### src/gpna_pkg.sv
// shared constants, types and tables of the gaussian pixel noise adder
package gpna_pkg;

  localparam int UNIFORM_BITS_DEF = 16;
  localparam int CORDIC_STEPS = 18;
  localparam int STEP_W = 5;
  localparam logic [24:0] TWO_LN2_Q24 = 25'd23258255;
  localparam logic [15:0] INV_GAIN_Q16 = 16'd39797;

  localparam logic [1:0] REG_MEAN = 2'd0;
  localparam logic [1:0] REG_DEV  = 2'd1;
  localparam logic [1:0] REG_GAIN = 2'd2;

  localparam logic signed [15:0] MEAN_RST = 16'sd512;
  localparam logic [15:0] DEV_RST = 16'd205;
  localparam logic [7:0] GAIN_RST = 8'd32;

  // datapath commands
  typedef struct packed {
    logic load;      // capture the request and start the radius
    logic log_step;  // one squaring step of log2
    logic r2_mul;    // t * 2ln2
    logic sqrt_step; // one bit of the square root
    logic x_init;    // r * 1/K
    logic rot_step;  // one cordic rotation
    logic finish;    // quadrant fold and q12 rounding
    logic use_held;  // take held sample for this request
    logic mul1;      // z*sigma + mean
    logic mul2;      // times gain
    logic out_load;  // round and saturate into the output register
  } gpna_cmd_t;

  function automatic logic signed [33:0] atan_turn(input logic [STEP_W-1:0] i);
    case (i)
      5'd0: atan_turn = 34'sd536870912;
      5'd1: atan_turn = 34'sd316933406;
      5'd2: atan_turn = 34'sd167458907;
      5'd3: atan_turn = 34'sd85004756;
      5'd4: atan_turn = 34'sd42667331;
      5'd5: atan_turn = 34'sd21354465;
      5'd6: atan_turn = 34'sd10679838;
      5'd7: atan_turn = 34'sd5340245;
      5'd8: atan_turn = 34'sd2670163;
      5'd9: atan_turn = 34'sd1335087;
      5'd10: atan_turn = 34'sd667544;
      5'd11: atan_turn = 34'sd333772;
      5'd12: atan_turn = 34'sd166886;
      5'd13: atan_turn = 34'sd83443;
      5'd14: atan_turn = 34'sd41722;
      5'd15: atan_turn = 34'sd20861;
      5'd16: atan_turn = 34'sd10430;
      5'd17: atan_turn = 34'sd5215;
      default: atan_turn = 34'sd0;
    endcase
  endfunction

endpackage

### src/gpna_ctrl.sv
// controller: sequences the datapath for one request at a time
module gpna_ctrl (
  input  logic                clk,
  input  logic                rst_n,
  input  logic                in_fire,
  input  logic                out_fire,
  output logic                busy,
  output logic                out_valid,
  output logic [4:0]          step,
  output gpna_pkg::gpna_cmd_t cmd
);

  localparam logic [3:0] S_IDLE = 4'd0;
  localparam logic [3:0] S_LOG  = 4'd1;
  localparam logic [3:0] S_R2   = 4'd2;
  localparam logic [3:0] S_SQRT = 4'd3;
  localparam logic [3:0] S_XI   = 4'd4;
  localparam logic [3:0] S_ROT  = 4'd5;
  localparam logic [3:0] S_FIN  = 4'd6;
  localparam logic [3:0] S_MUL1 = 4'd7;
  localparam logic [3:0] S_MUL2 = 4'd8;
  localparam logic [3:0] S_OUT  = 4'd9;

  logic [3:0] state_r, state_nxt;
  logic [4:0] step_r, step_nxt;
  logic phase_r, phase_nxt;
  logic ov_r, ov_nxt;

  always_comb begin
    state_nxt = state_r;
    step_nxt = step_r;
    phase_nxt = phase_r;
    ov_nxt = ov_r && !out_fire;
    cmd = '0;
    case (state_r)
      S_IDLE: begin
        if (in_fire) begin
          phase_nxt = !phase_r;
          if (!phase_r) begin
            cmd.load = 1'b1; state_nxt = S_LOG; step_nxt = '0;
          end else begin
            cmd.use_held = 1'b1; state_nxt = S_MUL1;
          end
        end
      end
      S_LOG: begin
        cmd.log_step = 1'b1; step_nxt = step_r + 5'd1;
        if (step_r == 5'd15) state_nxt = S_R2;
      end
      S_R2: begin
        cmd.r2_mul = 1'b1; state_nxt = S_SQRT; step_nxt = '0;
      end
      S_SQRT: begin
        cmd.sqrt_step = 1'b1; step_nxt = step_r + 5'd1;
        if (step_r == 5'd23) state_nxt = S_XI;
      end
      S_XI: begin
        cmd.x_init = 1'b1; state_nxt = S_ROT; step_nxt = '0;
      end
      S_ROT: begin
        cmd.rot_step = 1'b1; step_nxt = step_r + 5'd1;
        if (step_r == 5'(gpna_pkg::CORDIC_STEPS - 1)) state_nxt = S_FIN;
      end
      S_FIN: begin
        cmd.finish = 1'b1; state_nxt = S_MUL1;
      end
      S_MUL1: begin
        cmd.mul1 = 1'b1; state_nxt = S_MUL2;
      end
      S_MUL2: begin
        cmd.mul2 = 1'b1; state_nxt = S_OUT;
      end
      S_OUT: begin
        if (!ov_r || out_fire) begin
          cmd.out_load = 1'b1; ov_nxt = 1'b1; state_nxt = S_IDLE;
        end
      end
      default: state_nxt = S_IDLE;
    endcase
  end

  always_ff @(posedge clk) begin
    if (!rst_n) begin
      state_r <= S_IDLE;
      step_r <= '0;
      phase_r <= 1'b0;
      ov_r <= 1'b0;
    end else begin
      state_r <= state_nxt;
      step_r <= step_nxt;
      phase_r <= phase_nxt;
      ov_r <= ov_nxt;
    end
  end

  assign busy = (state_r != S_IDLE);
  assign out_valid = ov_r;
  assign step = (state_r == S_SQRT) ? step_r : step_r;

endmodule

### config.mk
export PLATFORM = sky130hd
export DESIGN_NAME = gpna_ctrl
export DESIGN_NICKNAME = d
export VERILOG_FILES = /design/src/gpna_pkg.sv /design/src/gpna_ctrl.sv
export SDC_FILE = /design/constraint.sdc
export NUM_CORES = 1
export LEC_CHECK = 0
export ABC_AREA = 1
export BUFFER_PORTS_ARGS = -buffer_cell sky130_fd_sc_hd__buf_2
export CAP_MARGIN = 0
export CORE_UTILIZATION = 53
export CTS_CLUSTER_DIAMETER = 50
export CTS_CLUSTER_SIZE = 25
export DETAILED_ROUTE_END_ITERATION = 7
export GPL_TIMING_DRIVEN = 0
export HOLD_SLACK_MARGIN = 0.12
export MAX_ROUTING_LAYER = met4
export PLACE_DENSITY = 0.88
export SETUP_SLACK_MARGIN = 0.2
export SLEW_MARGIN = 20
export SYNTH_ARGS = -nofsm -noshare
export SYNTH_HDL_FRONTEND = slang
export SYNTH_SLANG_ARGS = --single-unit
### constraint.sdc
create_clock -name clk -period 4 [get_ports clk]
set_input_delay 0.4 -clock clk [delete_from_list [all_inputs] [get_ports clk]]
set_output_delay 0.4 -clock clk [all_outputs]
set_load 0.01 [all_outputs]
==> results of run 1 <==
==> cells in the final DEF (no fill, tap or decap), types with 2 or more instances in the layout <==
cell,instances
dfxtp_1,11
nand4_1,2
ha_1,3
nand2_1,26
nor2_4,2
buf_2,21
nor2_1,23
a21oi_1,11
clkbuf_4,3
inv_1,20
nand3_1,9
nand2_2,4
==> synth_stat cells, types with 2 or more instances <==
cell     count
nand2_1     26
nor2_1      23
inv_1       20
a21oi_1     11
dfxtp_1     11
nand3_1      9
nand2_2      4
ha_1         3
nand4_1      2
nor2_4       2
==> state kept, by name, summed over array words and instances, names as in the netlist <==
register / count
step: 5
state_r: 4
out_valid: 1
phase_r: 1
==> how the worst max path moves through the flow <==
stage                          start         end  slack, ns  cells past startpoint
after global placement    state_r[1]     cmd[10]       2.43                      6
after CTS                 state_r[1]     cmd[10]       2.07                      6
after detailed placement  state_r[1]     cmd[10]       2.38                      6
after floorplan              step[0]  state_r[2]       2.49                     11
after global routing      state_r[1]      cmd[3]       1.90                      6
final                     state_r[1]     cmd[10]       2.07                      6
==> layer usage <==
| layer | global-route usage | routed length [um] | vias to the layer above |
|---|---|---|---|
| met1 | 0.339 | 759 | 374 |
| met4 | 0.103 | 12 | 0 |
| li1 | - | - | 420 |
| met3 | 0.0511 | 109 | 3 |
| met2 | 0.413 | 808 | 35 |
| met5 | - | 0 | - |
==> where the power goes <==
part | internal [uW] | switching [uW]
Combinational | 88.7 | 166
Sequential | 129 | 26.2
Clock | 38.6 | 42.2
Total | 256 | 234
==> critical path, cell delays in order (launching register included) <==
cell     delay (ns)
dfxtp_1        0.36
nor2_1         0.25
nand2_1        0.14
nor2_1         0.15
nand2_1        0.11
nor2_1         0.10
buf_2          0.13
==> stage by stage <==
step	cells	power, uW	hold slack (ns)	utilization	cell area [um2]
after floorplan	119	341	0.472	-	736
after global placement	155	401	0.489	0.661	860
after detailed placement	155	408	0.505	0.661	860
after CTS	159	488	0.386	0.681	886
after global routing	159	533	0.399	0.681	886
final	159	491	0.380	0.681	886
==> cell type report <==
class                           instances  share of cell area
Multi-Input combinational cell         87               0.493
Sequential cell                        11               0.249
Timing Repair Buffer                   21               0.119
Inverter                               21              0.0890
Clock buffer                            4              0.0297
Tap cell                               15              0.0212
==> cells by family after synthesis <==
family,Yosys count,share of synthesized area
buf+inv,21,0.107
flops,11,0.299
fa+ha+maj,3,0.0510
simple gates,71,0.449
compound gates,13,0.0935
==> flow_metrics.env, run 1 <==
export IMPL_cts_tree="done"
export IMPL_clock_insertion_delay_worst_skew_ns=0.27
export IMPL_synth_flop_cell="dfxtp_1"
export IMPL_vias_per_cell=5.23
export IMPL_diodes=0
export IMPL_dp_hpwl_um=1300
export IMPL_numCtsBuffers=3
export IMPL_period_needed_ns=1.93
export IMPL_slew_headroom=0.812
export IMPL_finalSetupTns_ns=0
export IMPL_drcViolationCount=0
export IMPL_grt_max_degree=9
export IMPL_die_w_um=39.3
export IMPL_die_area_mm2=0.00154
export IMPL_fin_crit_sh=0.483
export IMPL_rrSetupSlack_ns=2.38
export IMPL_nets=152
export IMPL_fin_skew_ns=0.00609
export IMPL_cp_start_kind="flip-flop"
export IMPL_die_h_um=39.3
export IMPL_antenna_found_initial=0
export IMPL_portBuffers=21
export IMPL_fmax_mhz=517
export IMPL_clockRootBuffer="clkbuf_4"
export IMPL_ir_drop_v=0.000356
export IMPL_maxCapViolations=0
export IMPL_drive_above_1_share=0.250
export IMPL_cp_max_fo=6
export IMPL_multi_input_area_um2=437
export IMPL_cts_buffer_depth=2
export IMPL_ctsHoldBuffers=0
export IMPL_num_rows=13
export IMPL_reg2reg_depth=11
export IMPL_p_leak_uw=0.000482
export IMPL_area_growth_pct=20.4
export IMPL_clock_sinks=11
export IMPL_track_usage=0.266
export IMPL_grt_overflow=0
export IMPL_syn_num_nets=126
export IMPL_synth_edf_count=0
export IMPL_drt_pass1_iterations=4
export IMPL_fillers=125
export IMPL_syn_cell_area_um2=736
export IMPL_ant_nets=0
export IMPL_hold_depth=3
export IMPL_worst_setup_path_type="flip-flop to output pin"
export IMPL_dpl_worst_slack_ns=2.38
export IMPL_top_level_ports=22
export IMPL_hold_path_startpoint="rst_n"
export IMPL_r2r_start="step[0]"
export IMPL_finalMaxSlewViolations=0
export IMPL_holdPathEnd="state_r[2]"
export IMPL_wl_per_cell_um=10.6
export IMPL_cts_resized_gates=0
export IMPL_worst_pin_slew_ns=0.280
export IMPL_syn_area_per_cell_um2=6.18
export IMPL_powerDensity_mw_per_mm2=554
export IMPL_gp_congestion=0.919
export IMPL_synth_top_area_cell="dfxtp_1"
export IMPL_outcome="completed"
export IMPL_crit_required_ns=3.60
export IMPL_worstHoldPathType="input pin to flip-flop"
export IMPL_initial_core_util=0.565
export IMPL_yosysTopAreaCellShare=0.299
export IMPL_seq_area_um2=220
export IMPL_design_core_area_mm2=0.00130
export IMPL_r2r_end="state_r[1]"
export IMPL_drt_wl_total_um=1690
export IMPL_yosys_register_bits=11
export IMPL_cp_end_kind="output pin"
export IMPL_postSynth_asyncResetShare=0
export IMPL_rsz0062_at_grt="no"
export IMPL_clkTransAtPathRegs_ns=0.08
export IMPL_htree_levels=1
export IMPL_ys_seq_area_frac=0.299
export IMPL_route_vias_total=832
export IMPL_drt_iter0_markers=23
export IMPL_synth_area_leaders="dfxtp_1 (30%), nand2_1 (13%), nor2_1 (12%), inv_1 (10%), a21oi_1 (7.5%)"
export IMPL_yosysUniqueCellTypes=18
export IMPL_grt_pass1_wl_um=2700
export IMPL_post_cts_buffers=0
export IMPL_fin_ws_ns=2.07
export IMPL_critPathArrivalTime_ns=1.53
export IMPL_finalHoldViolations=0
export IMPL_ys_warnings_count=0
export IMPL_syn_inst=119
export IMPL_grt_pass1_vias=662
export IMPL_setup_viol=0
Power figures use the tool's default switching activity.
==> run 2: changes to the inputs <==
--- a/config.mk
+++ b/config.mk
@@ -8,14 +8,14 @@
 export ABC_AREA = 1
 export BUFFER_PORTS_ARGS = -buffer_cell sky130_fd_sc_hd__buf_2
 export CAP_MARGIN = 0
-export CORE_UTILIZATION = 53
+export CORE_UTILIZATION = 49
 export CTS_CLUSTER_DIAMETER = 50
 export CTS_CLUSTER_SIZE = 25
 export DETAILED_ROUTE_END_ITERATION = 7
 export GPL_TIMING_DRIVEN = 0
 export HOLD_SLACK_MARGIN = 0.12
 export MAX_ROUTING_LAYER = met4
-export PLACE_DENSITY = 0.88
+export PLACE_DENSITY = 0.82
 export SETUP_SLACK_MARGIN = 0.2
 export SLEW_MARGIN = 20
 export SYNTH_ARGS = -nofsm -noshare
==> constraint.sdc (replaced) <==
create_clock -name clk -period 1.8 [get_ports clk]
set_input_delay 0.18 -clock clk [delete_from_list [all_inputs] [get_ports clk]]
set_output_delay 0.18 -clock clk [all_outputs]
set_load 0.01 [all_outputs]
==> run 2 against run 1 <==
Net effect: first-iteration DRC count grew 22%; cell count rose by 3.1%; clock skew down 0.0011 ns; design area rose by 11%; highest routed layer unchanged; critical path type is now flip-flop to flip-flop; routed wire length rose by 13%; clock power up 120%; largest cell class unchanged.
==> flow_metrics.env, run 2 (synthesis gave the netlist of run 1 again) <==
export IMPL_gr_usage_met2=0.397
export IMPL_cts_tree="done"
export IMPL_vias_per_cell=5.16
export IMPL_top_usage_layer="met2"
export IMPL_grt_pass1_wl_um=2450
export IMPL_worst_pin_slew_ns=0.263
export IMPL_outcome="completed"
export IMPL_crit_required_ns=1.98
export IMPL_setup_viol=0
export IMPL_antenna_found_initial=0
export IMPL_final_common_cell="nand2_1"
export IMPL_cpPeakStageDelay_ns=0.39
export IMPL_clock_insertion_delay_worst_skew_ns=0.28
export IMPL_maxCapViolations=0
export IMPL_design_core_area_mm2=0.00135
export IMPL_initial_core_util=0.545
export IMPL_fillers=125
export IMPL_drt_pass1_iterations=4
export IMPL_clkTransAtPathRegs_ns=0.08
export IMPL_drcViolationCount=0
export IMPL_met1_usage=0.244
export IMPL_cts_buffer_depth=2
export IMPL_diodes=0
export IMPL_crit_slowest_cell="dfxtp_4"
export IMPL_powerDensity_mw_per_mm2=1220
export IMPL_route_vias_total=847
export IMPL_track_usage=0.231
export IMPL_worstHoldPathType="input pin to flip-flop"
export IMPL_slew_headroom=0.824
export IMPL_use_met3=0.0598
export IMPL_fin_crit_sh=0.859
export IMPL_die_w_um=40.8
export IMPL_nets=157
export IMPL_fin_ws_ns=0.253
export IMPL_cp_start_kind="flip-flop"
export IMPL_drt_iter0_markers=28
export IMPL_period_needed_ns=1.55
export IMPL_top_level_ports=22
export IMPL_dpl_worst_slack_ns=0.150
export IMPL_grt_pass1_vias=630
export IMPL_largest_register_ffs=5
export IMPL_num_rows=13
export IMPL_ant_nets=0
export IMPL_drt_wl_total_um=1910
export IMPL_p_leak_uw=0.000515
export IMPL_htree_levels=1
export IMPL_dp_hpwl_um=1350
export IMPL_portBuffers=21
export IMPL_final_cell_mix="nand2_1 (23), buf_2 (21), nor2_1 (20)"
export IMPL_drive_above_1_share=0.383
export IMPL_numCtsBuffers=3
export IMPL_clock_sinks=11
export IMPL_critPathBufInv=1
export IMPL_cp_max_fo=5
export IMPL_crit_family="simple AND/OR/NAND/NOR gates"
export IMPL_crit_chain="ha_4 > nand2_2 > nor2_1 > ha_2 > inv_1 > nand3_2 > nand3_2 > nor2_4 > nand2_1 > nand2_1 > nor2_1"
export IMPL_fmax_mhz=647
export IMPL_finalMaxSlewViolations=0
export IMPL_finalHoldViolations=0
export IMPL_grt_max_degree=9
export IMPL_gp_congestion=0.793
export IMPL_die_area_mm2=0.00166
export IMPL_critPathArrivalTime_ns=1.73
export IMPL_fin_skew_ns=0.00503
export IMPL_cp_end_kind="flip-flop"
export IMPL_rsz0062_at_grt="no"
export IMPL_die_h_um=40.8
export IMPL_worst_setup_path_type="flip-flop to flip-flop"
export IMPL_grt_overflow=0
export IMPL_area_growth_pct=33.3
export IMPL_finalSetupTns_ns=0
export IMPL_wl_per_cell_um=11.6
export IMPL_ir_drop_v=0.000790
export IMPL_clockRootBuffer="clkbuf_4"
[run 2: changes by cell type in the layout (fill, tap and decap cells not counted), sizes merged]
cell and delta:
clkbuf -1, buf +5, clkinv +1
[run 2: worst register-to-register path, delay by kind of cell, from the launching register on]
| kind | cells | cell delay, ns |
|---|---|---|
| buf+inv | 1 | 0.04 |
| fa+ha+maj | 2 | 0.33 |
| simple gates | 8 | 0.71 |
| flops | 1 | 0.39 |
[run 2: final timing paths]
path | depth (start not counted) | slack, ns | from | endpoint
worst max-delay path | 11 | 0.25 | step[0] | state_r[1]
worst min-delay path | 3 | 0.16 | rst_n | state_r[1]
worst max register to register | 11 | 0.25 | step[0] | state_r[1]
worst min register to register | 2 | 0.51 | step[3] | step[3]
[run 2: stage by stage]
| step | cells | total power, uW | hold WS [ns] | util | area [um2] |
|---|---|---|---|---|---|
| CTS | 159 | 1090 | 0.166 | 0.661 | 892 |
| finish | 164 | 1190 | 0.160 | 0.727 | 981 |
| detailed placement | 155 | 911 | 0.458 | 0.637 | 860 |
| global placement | 155 | 894 | 0.449 | 0.637 | 860 |
| floorplan | 119 | 757 | 0.300 | - | 736 |
| global route | 164 | 1300 | 0.166 | 0.727 | 981 |
[run 2: layer usage]
layer,wire [um],up-vias
li1,-,432
met1,760,378
met2,1000,31
met3,94,6
met4,47,0
met5,0,-
[run 2: final cells by class]
type                       count  area [um2]  share of cell area
multi-input combinational     87         482               0.491
sequential                    11         231               0.236
timing repair buffer          26         143               0.145
inverter                      21        78.8              0.0804
clock buffer                   3        22.5              0.0230
tap                           15        18.8              0.0191
clock inverter                 1        5.00             0.00510
[run 2: repair_timing]
| action | in CTS | in global routing |
|---|---|---|
| gates resized for setup | 3 | 17 |
| cloned | 0 | 0 |
| buffers inserted | 0 | 5 |
| setup endpoints to repair | 4 | 6 |
| pin swaps | 0 | 7 |
| hold buffers | 0 | 0 |
[run 2: report_power, final]
part | switching [uW] | leakage [uW] | internal [uW]
sequential | 70.2 | 0.0000923 | 295
combinational | 399 | 0.000405 | 248
clock | 98.2 | 0.0000177 | 82.4
total | 567 | 0.000515 | 626
